[src/design/pis_pkg.sv]
// Shared types and constants for the Poisson inversion sampler.
// Holds the state encodings, register indexes and datapath widths.
// No dependencies.
package pis_pkg;

    // Datapath widths
    localparam int PROB_W  = 32;
    localparam int RATE_W  = 16;
    localparam int TOL_W   = 16;
    localparam int K_W     = 6;
    localparam int CFG_W   = 32;
    localparam int PROD_W  = PROB_W + RATE_W;
    localparam int FRAC_W  = 12;
    localparam int QUOT_W  = PROD_W - FRAC_W;
    localparam int TOTAL_W = PROB_W + 1;
    localparam int CNT_W   = 6;

    // Serial step counts
    localparam int MUL_STEPS = RATE_W;
    localparam int DIV_STEPS = QUOT_W;

    // Search limit and the smallest raw rate that is sampled
    localparam logic [K_W-1:0]    MAX_COUNT    = 6'd63;
    localparam logic [RATE_W-1:0] RATE_MIN_RAW = 16'd5;

    // Configuration register reset values
    localparam logic [RATE_W-1:0] RATE_RESET = 16'd0;
    localparam logic [PROB_W-1:0] ENR_RESET  = 32'hFFFF_FFFF;
    localparam logic [TOL_W-1:0]  TOL_RESET  = 16'd4295;

    // Configuration register indexes
    typedef enum logic [1:0] {
        CFG_RATE         = 2'd0,
        CFG_EXP_NEG_RATE = 2'd1,
        CFG_TOLERANCE    = 2'd2
    } cfg_idx_t;

    // Top-level sequencer states
    typedef enum logic [2:0] {
        ST_IDLE,
        ST_CHECK,
        ST_CALC,
        ST_FINISH
    } pis_state_t;

    // Serial multiply/divide unit states
    typedef enum logic [1:0] {
        MD_IDLE,
        MD_MUL,
        MD_DIV
    } md_state_t;

    // Status returned by the serial unit
    typedef struct packed {
        logic busy;
        logic done;
    } md_status_t;

endpackage

[src/design/pis_serial_muldiv.sv]
// Bit-serial unit that computes p_next = sat32(floor(floor(p * rate / 4096) / k)).
// A shift-add multiplier takes one rate bit per cycle, then a restoring divider
// produces one quotient bit per cycle. Depends on pis_pkg.
module pis_serial_muldiv
    import pis_pkg::*;
(
    input  logic              clk,
    input  logic              rst_n,
    input  logic              start,
    input  logic [PROB_W-1:0] p,
    input  logic [RATE_W-1:0] rate,
    input  logic [K_W-1:0]    k,
    output md_status_t        status,
    output logic [PROB_W-1:0] p_next
);

    md_state_t           st_reg, st_next;
    logic [CNT_W-1:0]    cnt_reg, cnt_next;
    logic [PROD_W-1:0]   prod_reg, prod_next;
    logic [QUOT_W-1:0]   dq_reg, dq_next;
    logic [K_W-1:0]      rem_reg, rem_next;
    logic [K_W-1:0]      div_reg, div_next;
    logic                done_reg, done_next;
    logic [PROB_W-1:0]   res_reg, res_next;

    logic [PROB_W:0]     mul_sum;
    logic [K_W:0]        trial;
    logic                trial_ge;

    // One shift-add step of the multiplier
    assign mul_sum = {1'b0, prod_reg[PROD_W-1:RATE_W]}
                   + (prod_reg[0] ? {1'b0, p} : {(PROB_W+1){1'b0}});

    // One restoring divide step
    assign trial    = {rem_reg, dq_reg[QUOT_W-1]};
    assign trial_ge = (trial >= {1'b0, div_reg});

    // State register and datapath registers
    always_ff @(posedge clk or negedge rst_n)
    begin
        if (!rst_n)
        begin
            st_reg   <= MD_IDLE;
            cnt_reg  <= '0;
            done_reg <= 1'b0;
        end
        else
        begin
            st_reg   <= st_next;
            cnt_reg  <= cnt_next;
            done_reg <= done_next;
        end
    end

    always_ff @(posedge clk)
    begin
        prod_reg <= prod_next;
        dq_reg   <= dq_next;
        rem_reg  <= rem_next;
        div_reg  <= div_next;
        res_reg  <= res_next;
    end

    // Next state and datapath control
    always_comb
    begin
        st_next   = st_reg;
        cnt_next  = cnt_reg;
        prod_next = prod_reg;
        dq_next   = dq_reg;
        rem_next  = rem_reg;
        div_next  = div_reg;
        res_next  = res_reg;
        done_next = 1'b0;
        case (st_reg)
            MD_IDLE:
            begin
                if (start)
                begin
                    prod_next = {{PROB_W{1'b0}}, rate};
                    div_next  = k;
                    cnt_next  = '0;
                    st_next   = MD_MUL;
                end
            end
            MD_MUL:
            begin
                prod_next = {mul_sum, prod_reg[RATE_W-1:1]};
                cnt_next  = cnt_reg + 1'b1;
                if (cnt_reg == CNT_W'(MUL_STEPS - 1))
                begin
                    // The low fraction bits of the product drop out here.
                    dq_next  = prod_next[PROD_W-1:FRAC_W];
                    rem_next = '0;
                    cnt_next = '0;
                    st_next  = MD_DIV;
                end
            end
            MD_DIV:
            begin
                rem_next = trial_ge ? K_W'(trial - {1'b0, div_reg}) : trial[K_W-1:0];
                dq_next  = {dq_reg[QUOT_W-2:0], trial_ge};
                cnt_next = cnt_reg + 1'b1;
                if (cnt_reg == CNT_W'(DIV_STEPS - 1))
                begin
                    // Saturate the quotient to a 32-bit fraction.
                    res_next  = (|dq_next[QUOT_W-1:PROB_W]) ? {PROB_W{1'b1}}
                                                             : dq_next[PROB_W-1:0];
                    done_next = 1'b1;
                    st_next   = MD_IDLE;
                end
            end
            default:
            begin
                st_next = MD_IDLE;
            end
        endcase
    end

    assign status.busy = (st_reg != MD_IDLE);
    assign status.done = done_reg;
    assign p_next      = res_reg;

    // Checks
    a_start_idle: assert property (@(posedge clk) disable iff (!rst_n)
        start |-> (st_reg == MD_IDLE))
        else $error("serial unit started while busy");
    a_div_nonzero: assert property (@(posedge clk) disable iff (!rst_n)
        (st_reg == MD_DIV) |-> (div_reg != '0))
        else $error("divide by zero count");
    a_done_after_div: assert property (@(posedge clk) disable iff (!rst_n)
        done_reg |-> $past(st_reg == MD_DIV))
        else $error("done without a divide pass");

endmodule

[src/design/poisson_inversion_sampler_core.sv]
// Poisson inversion sampler: maps a uniform 32-bit fraction to a Poisson count.
// Top level with the search sequencer; uses pis_pkg and pis_serial_muldiv.
//
// Usage:
//   Requests arrive on in_valid/in_ready with a 32-bit uniform value. Each
//   request yields exactly one result on out_valid/out_ready carrying the
//   sampled count and a saturated flag (set when the search hit the limit of
//   63). Configuration is written through cfg_we/cfg_index/cfg_data while the
//   block is idle: index 0 rate (UQ4.12), 1 e^-rate (UQ0.32), 2 tolerance.
//   Flow: one request is searched at a time; the next is accepted only after
//   the result is handed to the output register. Each search step is a
//   compare in ST_CHECK, a shift-add multiply by the rate, a restoring
//   divide by k and the hand-back of the new p. A rate below 5/4096 or a
//   threshold already reached skips the search and goes to ST_FINISH.
//   An output register holds a finished result, so the next request is taken
//   and searched while the receiver stalls; the search then waits until the
//   output register is free.
//   Reset (rst_n, asynchronous, active low) clears the sequencer, drops
//   out_valid and restores the register defaults.
module poisson_inversion_sampler_core
    import pis_pkg::*;
(
    input  logic              clk,
    input  logic              rst_n,
    input  logic              cfg_we,
    input  logic [1:0]        cfg_index,
    input  logic [CFG_W-1:0]  cfg_data,
    input  logic              in_valid,
    output logic              in_ready,
    input  logic [PROB_W-1:0] uniform,
    output logic              out_valid,
    input  logic              out_ready,
    output logic [K_W-1:0]    count,
    output logic              saturated
);

    pis_state_t           st_reg, st_next;
    logic [RATE_W-1:0]    rate_reg;
    logic [PROB_W-1:0]    enr_reg;
    logic [TOL_W-1:0]     tol_reg;
    logic [PROB_W-1:0]    thr_reg, thr_next;
    logic [PROB_W-1:0]    p_reg, p_next;
    logic [TOTAL_W-1:0]   total_reg, total_next;
    logic [K_W-1:0]       k_reg, k_next;
    logic                 sat_reg, sat_next;
    logic                 out_valid_reg, out_valid_next;
    logic [K_W-1:0]       count_reg, count_next;
    logic                 saturated_reg, saturated_next;
    logic                 md_start;
    md_status_t           md_stat;
    logic [PROB_W-1:0]    md_p;

    // Serial multiply and divide for one search step; it divides by the new k.
    pis_serial_muldiv u_muldiv (
        .clk    (clk),
        .rst_n  (rst_n),
        .start  (md_start),
        .p      (p_reg),
        .rate   (rate_reg),
        .k      (k_next),
        .status (md_stat),
        .p_next (md_p)
    );

    // Configuration registers
    always_ff @(posedge clk or negedge rst_n)
    begin
        if (!rst_n)
        begin
            rate_reg <= RATE_RESET;
            enr_reg  <= ENR_RESET;
            tol_reg  <= TOL_RESET;
        end
        else if (cfg_we)
        begin
            case (cfg_index)
                CFG_RATE:         rate_reg <= cfg_data[RATE_W-1:0];
                CFG_EXP_NEG_RATE: enr_reg  <= cfg_data[PROB_W-1:0];
                CFG_TOLERANCE:    tol_reg  <= cfg_data[TOL_W-1:0];
                default:          ;
            endcase
        end
    end

    // Control registers
    always_ff @(posedge clk or negedge rst_n)
    begin
        if (!rst_n)
        begin
            st_reg        <= ST_IDLE;
            out_valid_reg <= 1'b0;
            k_reg         <= '0;
            sat_reg       <= 1'b0;
        end
        else
        begin
            st_reg        <= st_next;
            out_valid_reg <= out_valid_next;
            k_reg         <= k_next;
            sat_reg       <= sat_next;
        end
    end

    // Payload registers
    always_ff @(posedge clk)
    begin
        thr_reg       <= thr_next;
        p_reg         <= p_next;
        total_reg     <= total_next;
        count_reg     <= count_next;
        saturated_reg <= saturated_next;
    end

    // Search sequencer
    always_comb
    begin
        st_next        = st_reg;
        thr_next       = thr_reg;
        p_next         = p_reg;
        total_next     = total_reg;
        k_next         = k_reg;
        sat_next       = sat_reg;
        count_next     = count_reg;
        saturated_next = saturated_reg;
        out_valid_next = out_valid_reg && !out_ready;
        md_start       = 1'b0;
        in_ready       = 1'b0;
        case (st_reg)
            ST_IDLE:
            begin
                in_ready = 1'b1;
                if (in_valid)
                begin
                    // Threshold is the uniform value less the slack, floored at zero.
                    thr_next   = (uniform > {{(PROB_W-TOL_W){1'b0}}, tol_reg})
                               ? uniform - {{(PROB_W-TOL_W){1'b0}}, tol_reg}
                               : '0;
                    p_next     = enr_reg;
                    total_next = {1'b0, enr_reg};
                    k_next     = '0;
                    sat_next   = 1'b0;
                    st_next    = ST_CHECK;
                end
            end
            ST_CHECK:
            begin
                if (rate_reg < RATE_MIN_RAW)
                begin
                    k_next  = '0;
                    st_next = ST_FINISH;
                end
                else if (total_reg < {1'b0, thr_reg})
                begin
                    if (k_reg >= MAX_COUNT)
                    begin
                        sat_next = 1'b1;
                        st_next  = ST_FINISH;
                    end
                    else
                    begin
                        k_next   = k_reg + 1'b1;
                        md_start = 1'b1;
                        st_next  = ST_CALC;
                    end
                end
                else
                begin
                    st_next = ST_FINISH;
                end
            end
            ST_CALC:
            begin
                // Total stays below 2^32 here, so the sum fits in 33 bits.
                if (md_stat.done)
                begin
                    p_next     = md_p;
                    total_next = total_reg + {1'b0, md_p};
                    st_next    = ST_CHECK;
                end
            end
            ST_FINISH:
            begin
                if (!out_valid_reg || out_ready)
                begin
                    count_next     = k_reg;
                    saturated_next = sat_reg;
                    out_valid_next = 1'b1;
                    st_next        = ST_IDLE;
                end
            end
            default:
            begin
                st_next = ST_IDLE;
            end
        endcase
    end

    assign out_valid = out_valid_reg;
    assign count     = count_reg;
    assign saturated = saturated_reg;

    // Checks
    a_sat_at_limit: assert property (@(posedge clk) disable iff (!rst_n)
        (out_valid_reg && saturated_reg) |-> (count_reg == MAX_COUNT))
        else $error("saturated result below the count limit");
    a_k_bounded: assert property (@(posedge clk) disable iff (!rst_n)
        (k_reg <= MAX_COUNT))
        else $error("count ran past the limit");
    a_done_in_calc: assert property (@(posedge clk) disable iff (!rst_n)
        md_stat.done |-> (st_reg == ST_CALC))
        else $error("serial result arrived outside a search step");
    a_busy_in_calc: assert property (@(posedge clk) disable iff (!rst_n)
        md_stat.busy |-> (st_reg == ST_CALC))
        else $error("serial unit busy outside a search step");

endmodule

[config.mk]
export PLATFORM = sky130hd
export DESIGN_NAME = poisson_inversion_sampler_core
export DESIGN_NICKNAME = d
export VERILOG_FILES = /design/src/design/pis_pkg.sv /design/src/design/pis_serial_muldiv.sv /design/src/design/poisson_inversion_sampler_core.sv
export SDC_FILE = /design/constraint.sdc
export NUM_CORES = 1
export LEC_CHECK = 0
export ABC_AREA = 1
export BUFFER_PORTS_ARGS = -buffer_cell sky130_fd_sc_hd__buf_2
export CAP_MARGIN = 10
export CORE_MARGIN = 10
export CORE_UTILIZATION = 59
export CTS_BUF_LIST = sky130_fd_sc_hd__clkbuf_8
export DETAILED_ROUTE_END_ITERATION = 16
export GPL_TIMING_DRIVEN = 0
export HOLD_SLACK_MARGIN = 0.08
export PLACE_DENSITY = 0.74
export SYNTH_ARGS = -nofsm -noshare
export SYNTH_HDL_FRONTEND = slang
export SYNTH_SLANG_ARGS = --single-unit
[constraint.sdc]
create_clock -name clk -period 5.1 [get_ports clk]
set_clock_uncertainty 0.15 [all_clocks]
set_input_delay 1.02 -clock clk [delete_from_list [all_inputs] [get_ports clk]]
set_output_delay 1.02 -clock clk [all_outputs]
set_load 0.02 [all_outputs]
==> Yosys cells after proc, flatten, opt, wreduce, memory -nomap -nowiden <==
Cells that the tools add are included.
{ "totals": {"word_cells": 123, "romBits": 0, "n_memories": 0, "latchBits": 0, "inputBits": 71, "ff_bits": 316, "mem_bits_rw": 0} }
{ "op_classes": {"mul": 0, "muxes": 47, "n_bitwise": 0, "n_eq_ne": 18, "n_reduce_logical": 27, "div": 0, "n_addsub": 6, "shifts": 0, "magnitude_cmp": 5} }
{ "op_table": {"columns": ["cell", "count"], "rows": [
  ["2-to-1 mux 32 bit", 3],
  ["case mux 48 bit (2 select lines)", 1],
  ["case mux 36 bit (2 select lines)", 1],
  ["2-to-1 mux 33 bit", 2],
  ["case mux 33 bit (2 select lines)", 1],
  ["case mux 32 bit (2 select lines)", 1],
  ["2-to-1 mux 48 bit", 1],
  ["2-to-1 mux 6 bit", 8],
  ["2-to-1 mux 36 bit", 1],
  ["adder 32 x 33 -> 33 bit", 1],
  ["adder 33 x 32 -> 33 bit", 1],
  ["< comparator 33 x 32 -> 1 bit", 1],
  ["> comparator 32 x 16 -> 1 bit", 1],
  ["subtractor 32 x 16 -> 32 bit", 1],
  ["case mux 6 bit (2 select lines)", 2],
  ["AND reduction 2 bit", 10],
  ["case mux 6 bit (3 select lines)", 1],
  ["< comparator 16 x 3 -> 1 bit, second input constant", 1],
  ["2-to-1 mux 3 bit", 5],
  ["2-to-1 mux 1 bit", 14],
  ["adder 6 x 1 -> 6 bit, second input constant", 2],
  ["inequality test 2 bit, second input constant", 6],
  ["case mux 3 bit (4 select lines)", 1],
  ["AND reduction 3 bit", 3],
  ["22 further kinds", 34]
]} }

==> Longest topological paths before layout <==
Gate-level depths: netlist of run 1.
{ "logic_depth": {"word_depth": 7, "mapped_depth": 16, "mapped_depth_nobuf": 16} }

==> Hierarchy <==
From an unflattened synthesis of run 1, not the netlist that was laid out.
{ "hier_totals": {"hier_cells": 2557, "hier_area_um2": 19879.1} }
{ "modules_own_cells": {"columns": ["mod", "seq_area_each_um2", "cells_per_inst", "area_per_inst_um2", "instances"], "rows": [
  ["poisson_inversion_sampler_core", 5022.3, 1481, 11511.0, 1],
  ["pis_serial_muldiv", 4068.9, 1076, 8368.0, 1]
]} }

==> Worst setup path after synthesis of run 1 <==
No wires, ideal clock.
{ "synth_path": {"path_type": "input -> register", "start": "input port in_valid", "end": "register p_reg[0] (enable)", "stages": 4, "t_arrival_ps": 3943, "slack_ps": 519, "cell_sequence": "inv_1 > nand2_1 > o21ai_0 > nor2_1"} }
{ "synth_via": {"elab_chain_cells": 2} }
{ "synth_lines": {"columns": ["item", "line", "rtl"], "rows": [
  ["start: declaration", "poisson_inversion_sampler_core.sv:28", "input logic in_valid,"],
  ["inequality test 2 bit (no line)", null, null],
  ["AND reduction 3 bit (no line)", null, null],
  ["end signal: assignment", "poisson_inversion_sampler_core.sv:108", "p_reg <= p_next;"],
  ["end: declaration", "poisson_inversion_sampler_core.sv:42", "logic [PROB_W-1:0] p_reg, p_next;"]
]} }
No other way between the ends.
A chain may end at the register's enable or synchronous reset.

==> Worst setup path in the final report of run 1 <==
{ "layout_path": {"start": "register u_muldiv.prod_reg[0]", "end": "register u_muldiv.dq_reg[21], data pin"} }
{ "layout_via": {"elab_chain_cells": 4} }
{ "layout_lines": {"columns": ["item", "line", "rtl"], "rows": [
  ["start: declaration", "pis_serial_muldiv.sv:19", "logic [PROD_W-1:0] prod_reg, prod_next;"],
  ["start signal: assignment", "pis_serial_muldiv.sv:57", "prod_reg <= prod_next;"],
  ["2-to-1 mux 32 bit", "pis_serial_muldiv.sv:32", "+ (prod_reg[0] ? {1'b0, p} : {(PROB_W+1){1'b0}});"],
  ["adder 32 x 33 -> 33 bit", "pis_serial_muldiv.sv:32", null],
  ["2-to-1 mux 36 bit", "pis_serial_muldiv.sv:90", "if (cnt_reg == CNT_W'(MUL_STEPS - 1))"],
  ["case mux 36 bit (2 select lines)", "pis_serial_muldiv.sv:75", "case (st_reg)"],
  ["via u_muldiv.dq_next[21]", "pis_serial_muldiv.sv:20", "logic [QUOT_W-1:0] dq_reg, dq_next;"],
  ["end signal: assignment", "pis_serial_muldiv.sv:58", "dq_reg <= dq_next;"],
  ["end: declaration", "pis_serial_muldiv.sv:20", null]
]} }
The timed path passes the listed nets, and every way through them passes these cells. The select of a mux whose other input is x is not followed.

==> impl_metrics.tcl, run 1 <==
set metrics [dict create \
    status "complete, no violations" \
    clockBufferDepth 3 \
    grt_max_degree 70 \
    wl_met1_mm 24.2 \
    cts.sinks 315 \
    synth_cells 2336 \
    finalCritPeriodShare_pct 68.9 \
    drt_drc_violations_left 0 \
    num_io_pins 80 \
    synth_edf_count 232 \
    dp_hpwl_mm 43.0 \
    rsz0062_at_grt "no" \
    ys_warn_count 0 \
    yosys.area.top_type "edfxtp_1" \
    grt_first_pass_wirelength_mm 85.2 \
    fmaxAchievable_mhz 284 \
    synthArstFlopShare_pct 26.3 \
    start_util_pct 60.4 \
    cts_resized 0 \
    fillers 2558 \
    core-area_mm2 0.0318 \
    clkLatencyLatePin_ns 0.64 \
    portBuffers 79 \
    row_count 65 \
    cts_tree "done" \
    critPathCaptureType "flop" \
    pwr_density_cell_mw_per_mm2 276 \
    slew_headroom_pct 12.4 \
    final_common_cell "nand2_1" \
    ys.flop_type "edfxtp_1" \
    worst_pin_slew_ns 1.30 \
    finalCriticalPeriod_ns 3.52 \
    met3WireLength_mm 3.99 \
    ys_ff_latch 315 \
    critPathArrivalTime_ns 3.73 \
    die_w_um 200 \
    cts_buffers 52 \
    hp-class "flop to flop" \
    final-setup-viol-count 0 \
    clk_pin_slew_worst_paths_ns 0.07 \
    avgRoutedWirePerCell_um 18.4 \
    syn2layout_area_growth_pct 11.8 \
    vias 16500 \
    grt-ovfl-total 0 \
    grt_pass1_vias 16200 \
    power.total_uw 5930 \
    avgSynthCellArea_um2 8.22 \
    routed_via_density 5.57 \
    top_layer "met4" \
    ys_seq_area_share_pct 47.4 \
    routed_wl_mm 54.5 \
    required_ns 5.31 \
    gp_congestion 0.955 \
    firstDrtPassIters 5 \
    netlist.area_leader.share_pct 36.3 \
    layout_common_cells "nand2_1 (608), inv_1 (375), edfxtp_1 (232)" \
    place_ws_ns 1.63 \
    cts_setup_buffers 0 \
    cts_root_buffer "clkbuf_8" \
    critPathLaunchType "flop" \
    hold_ws_ns 0.315 \
    syn_area_mm2 0.0192 \
    drtAntennaViolNets 0 \
    fp.dieArea_mm2 0.0401 \
    crit_fanout 10 \
    reg2reg_slack_ns 1.58 \
    fin_nets 2674 \
    hold_viol_final 0 \
    final_util_pct 67.5 \
    timing_max_transition_violations_final 0 \
    largest_reg_flops 48 \
    peakVddDrop_mv 0.292 \
    antenna_cells 0 \
    die_h_um 200 \
    tns_ns 0 \
    track_usage_pct 26.3 \
    drive_gt1_share_pct 11.3 \
    timing.max_cap.violations 0 \
    synth_nets 2534 \
    holdBufCountCts 0 \
    p_leak_uw 0.00995 \
    wl_met2_mm 24.5 \
    yosysUniqueCellTypes 49 \
    crit_type "flop to flop" \
    htreeDepth 2 \
    antenna_found_initial 0 \
    netlist_top_cells_area "edfxtp_1 (36%), nand2_1 (12%), ha_1 (8.0%)" \
    drtIter0Drc 1542 \
    worst_slack_ns 1.58 \
]
## synth_stat cells, types with 3 or more instances
library cell  instances
mux2_2                9
a21boi_0              3
xnor2_1              21
dfrtp_1              45
clkbuf_1             37
nand4_1              10
o22ai_1               4
o21a_1                7
dfstp_2              38
nor2_2               10
nor4_1               12
o21ai_1              10
a21oi_2              10
nand2_1             608
nor2_4                4
ha_1                123
nand3_2               3
o21ai_0             209
inv_2                 3
inv_1               363
buf_1                 3
nand3_1             105
buf_2                 5
nand2_2              11
or2_2                 3
xor2_1               23
fa_1                  4
a21o_1                7
edfxtp_1            232
a21oi_1             141
nor2_1              212
nor3_1               20
a31oi_1               6
nand3b_1              3
o21bai_1              7
o21ai_2               9
## metrics by stage
stage                     instance area [um2]  instances
after floorplan                         19200       2336
after global placement                  20100       2850
after detailed placement                20300       2857
after CTS                               21500       2955
after global routing                    21500       2955
final                                   21500       2955
## critical path: stages, from the launching register on
cell and delay, ns:
edfxtp_1 0.52, clkbuf_1 0.46, nand2_1 0.09, inv_1 0.07, ha_1 0.17, inv_1 0.06
fa_1 0.41, o21ai_2 0.26, nand2_1 0.08, nand2_1 0.14, nand3_1 0.11, nand2_2 0.14
a21boi_0 0.25, inv_1 0.11, nand2_1 0.07, nand3_1 0.08, nand2_1 0.07
## cell type report
cell class                      count  area [um2]  area share, %
Multi-Input combinational cell   1606        8540           39.8
Timing Repair Buffer               86         536           2.49
Sequential cell                   315        9090           42.4
Clock inverter                     33         269           1.25
Tap cell                          435         544           2.54
Inverter                          367        1380           6.42
Clock buffer                       65         895           4.17
Buffer                             48         218           1.01
## path summary, 6_finish.rpt
kind | startpoint | endpoint | cells after the start
hold reg to reg | sat_reg | saturated | 0
max in group asynchronous | rst_n | enr_reg[30] | 2
hold / removal | sat_reg | saturated | 0
min in group asynchronous | rst_n | enr_reg[24] | 1
setup reg to reg | u_muldiv.prod_reg[0] | u_muldiv.dq_reg[21] | 16
setup / recovery | u_muldiv.prod_reg[0] | u_muldiv.dq_reg[21] | 16
## kinds of logic (layout without fill, tap and decap cells)
kind of cell | count (synthesis) | in the layout | synth area share (%)
AO/OA/AOI/OAI | 417 | 417 | 11.7
XOR/XNOR | 44 | 44 | 2.01
adder cells (fa/ha/maj) | 127 | 127 | 8.44
buffers and inverters | 415 | 599 | 8.31
flip-flops | 315 | 315 | 47.4
multiplexers | 9 | 9 | 0.528
AND/OR/NAND/NOR | 1009 | 1009 | 21.6
## layer usage
metal  GRT usage (%)  up-vias
met5               0        -
met2            41.0      645
met3            4.05      118
met1            36.7     7742
met4            9.39        0
li1                -     7956
## power breakdown
group	internal (uW)	total, uW	switching (uW)
Sequential	2870	2930	60.1
Combinational	199	535	336
Clock	1370	2460	1100
Total	4440	5930	1490
No activity file was read; power rests on OpenSTA's default activity.
==> run 2: changes to the inputs <==
Settings changed: CORE_UTILIZATION 59 to 58, PLACE_DENSITY 0.74 to 0.76.
Clock period 5.1 ns to 3.2 ns, I/O delays scaled along.
==> run 2 against run 1 <==
Sequential cell count unchanged. Total power up 53%. First-iteration DRC count down 1.2%. Sequential share of layout area down 0.14 points. Clock power up 44%. Worst hold slack worse by 0.20 ns. Core utilization down 1.5 points. Global-route usage down 0.066 points. Combinational power up 61%. Register-to-register slack worse by 1.4 ns. Via count down 0.50%. Critical endpoint is now total_reg[20]. Largest cell class unchanged.
==> impl_metrics.tcl, run 2 (synthesis results as in run 1) <==
set metrics [dict create \
    slew_headroom_pct 24.1 \
    syn2layout_area_growth_pct 12.2 \
    firstDrtPassIters 6 \
    power.share.switching_pct 25.5 \
    timing.max_cap.violations 0 \
    p_leak_uw 0.00999 \
    crit_type "flop to flop" \
    reg2reg_slack_ns 0.16 \
    instances_no_fill 2975 \
    fillers 2781 \
    finalCritPeriodShare_pct 95.0 \
    routed_via_density 5.51 \
    largest_reg_flops 48 \
    required_ns 3.40 \
    num_io_pins 80 \
    final_util_pct 66.0 \
    grt_max_degree 70 \
    row_count 66 \
    critPathLaunchType "flop" \
    drtIter0Drc 1524 \
    hold_ws_ns 0.118 \
    core-area_mm2 0.0326 \
    clk_pin_slew_worst_paths_ns 0.06 \
    dp_cells 2863 \
    final_area_mm2 0.0215 \
    finalCriticalPeriod_ns 3.04 \
    fp.dieArea_mm2 0.0408 \
    grt-ovfl-total 0 \
    layout_common_cells "nand2_1 (608), inv_1 (388), edfxtp_1 (232)" \
    rsz0062_at_grt "yes" \
    cts_tree "done" \
    cts_root_buffer "clkbuf_8" \
    die_w_um 202 \
    gp_congestion 0.971 \
    grt_pass1_vias 16000 \
    tns_ns 0 \
    hp-class "input port to flop" \
    pwr-share-comb_pct 9.5 \
    switching_power_uw 2320 \
    die_h_um 202 \
    final_common_cell "nand2_1" \
    portBuffers 79 \
    antenna_found_initial 1 \
    avgRoutedWirePerCell_um 18.3 \
    multi_input_area_mm2 0.00858 \
    cts.sinks 315 \
    critPathCaptureType "flop" \
    fmaxAchievable_mhz 329 \
    clkLatencyLatePin_ns 0.66 \
    routed_wl_mm 54.6 \
    htreeDepth 2 \
    antenna_cells 0 \
    pwr_density_cell_mw_per_mm2 422 \
    drtAntennaViolNets 0 \
    whs_path_depth 2 \
    final-setup-viol-count 0 \
    power_frac_seq_pct 51.4 \
    slowest_stage "o21ai_0" \
    internal-power_uw 6770 \
    track_usage_pct 26.3 \
    p_clk_share_pct 39.1 \
    crit_fanout 4 \
    crit_chain "ha_1 > inv_1 > fa_1 > o21ai_2 > a21oi_1 > o21ai_0 > nand2_1 > nand2_1 > nand2_1 > nand3_1 > o21ai_0" \
    clockBufferDepth 3 \
    timing_max_transition_violations_final 0 \
    ff_latch_area_mm2 0.00909 \
    drt_drc_violations_left 0 \
    drive_gt1_share_pct 11.3 \
    critPathArrivalTime_ns 3.24 \
    r2r_cells 11 \
    slowest_delay_ns 0.50 \
    dp_hpwl_mm 43.2 \
    worst_r2r_startpoint "total_reg[0]" \
    path_buf_inv 1 \
    peakVddDrop_mv 0.480 \
    vias 16400 \
    hold_path_end "enr_reg[23]" \
    crit_top_cell "nand2_1" \
    status "complete, no violations" \
    grt_first_pass_wirelength_mm 84.7 \
    rr_endpoint "total_reg[20]" \
    placed_area_mm2 0.0203 \
    crit_family "compound AO/OA/AOI/OAI gates" \
    worstHoldStart "cfg_data[23]" \
    cts_buffers 53 \
    hold_viol_final 0 \
    start_util_pct 58.8 \
    fin_nets 2687 \
    worst_pin_slew_ns 1.13 \
]
## run 2: worst max-delay path by stage
stage / start / endpoint / slack [ns] / cells past startpoint
after floorplan: total_reg[30] / u_muldiv.prod_reg[0] / 0.02 / 9
after global placement: total_reg[28] / u_muldiv.prod_reg[40] / -1.34 / 11
after detailed placement: total_reg[28] / u_muldiv.prod_reg[40] / -0.34 / 12
after CTS: total_reg[28] / u_muldiv.prod_reg[39] / 0.04 / 12
after global routing: u_muldiv.prod_reg[0] / u_muldiv.dq_reg[33] / -0.02 / 16
final: total_reg[0] / total_reg[20] / 0.16 / 11
## run 2: cell type report
type / count / share of cell area (%)
multi-input combinational: 1606 / 39.8
clock inverter: 40 / 1.09
tap: 442 / 2.57
timing repair buffer: 98 / 3.08
buffer: 48 / 1.06
sequential: 315 / 42.2
inverter: 367 / 6.40
clock buffer: 59 / 3.77
## run 2: stage by stage
stage	power (uW)	setup slack (ns)
CTS	9140	0.0380
global route	9430	-0.0177
finish	9090	0.159
detailed placement	5590	-0.339
global placement	5560	-1.34
floorplan	5290	0.0170
## run 2: power by group through the flow
stage	logic [uW]	clock network, uW	registers, uW
floorplan	584	0	4710
global placement	825	0	4740
detailed placement	845	0	4750
CTS	860	3610	4670
global route	966	3780	4690
finish	864	3550	4670
## run 2: what timing repair did
action,4_1_cts,5_1_grt
pin swaps,0,2
resized for setup,6,16
setup endpoints to repair,62,61
buffers inserted,0,3
hold buffers,10,0
hold endpoints to repair,54,0
## run 2: worst reg2reg max path: cells and delay by family, from the launching register on
kind,cells,cell delay [ns]
AND/OR/NAND/NOR,4,0.48
buffers and inverters,1,0.08
AO/OA/AOI/OAI,4,0.99
flip-flops,1,0.42
adder cells (fa/ha/maj),2,0.61
## run 2: per-layer routing
layer  track usage (%)  wire length, um
met5                 0               13
met4              8.83             1350
met1              35.6            24500
met3              5.42             3950
met2              41.2            24700
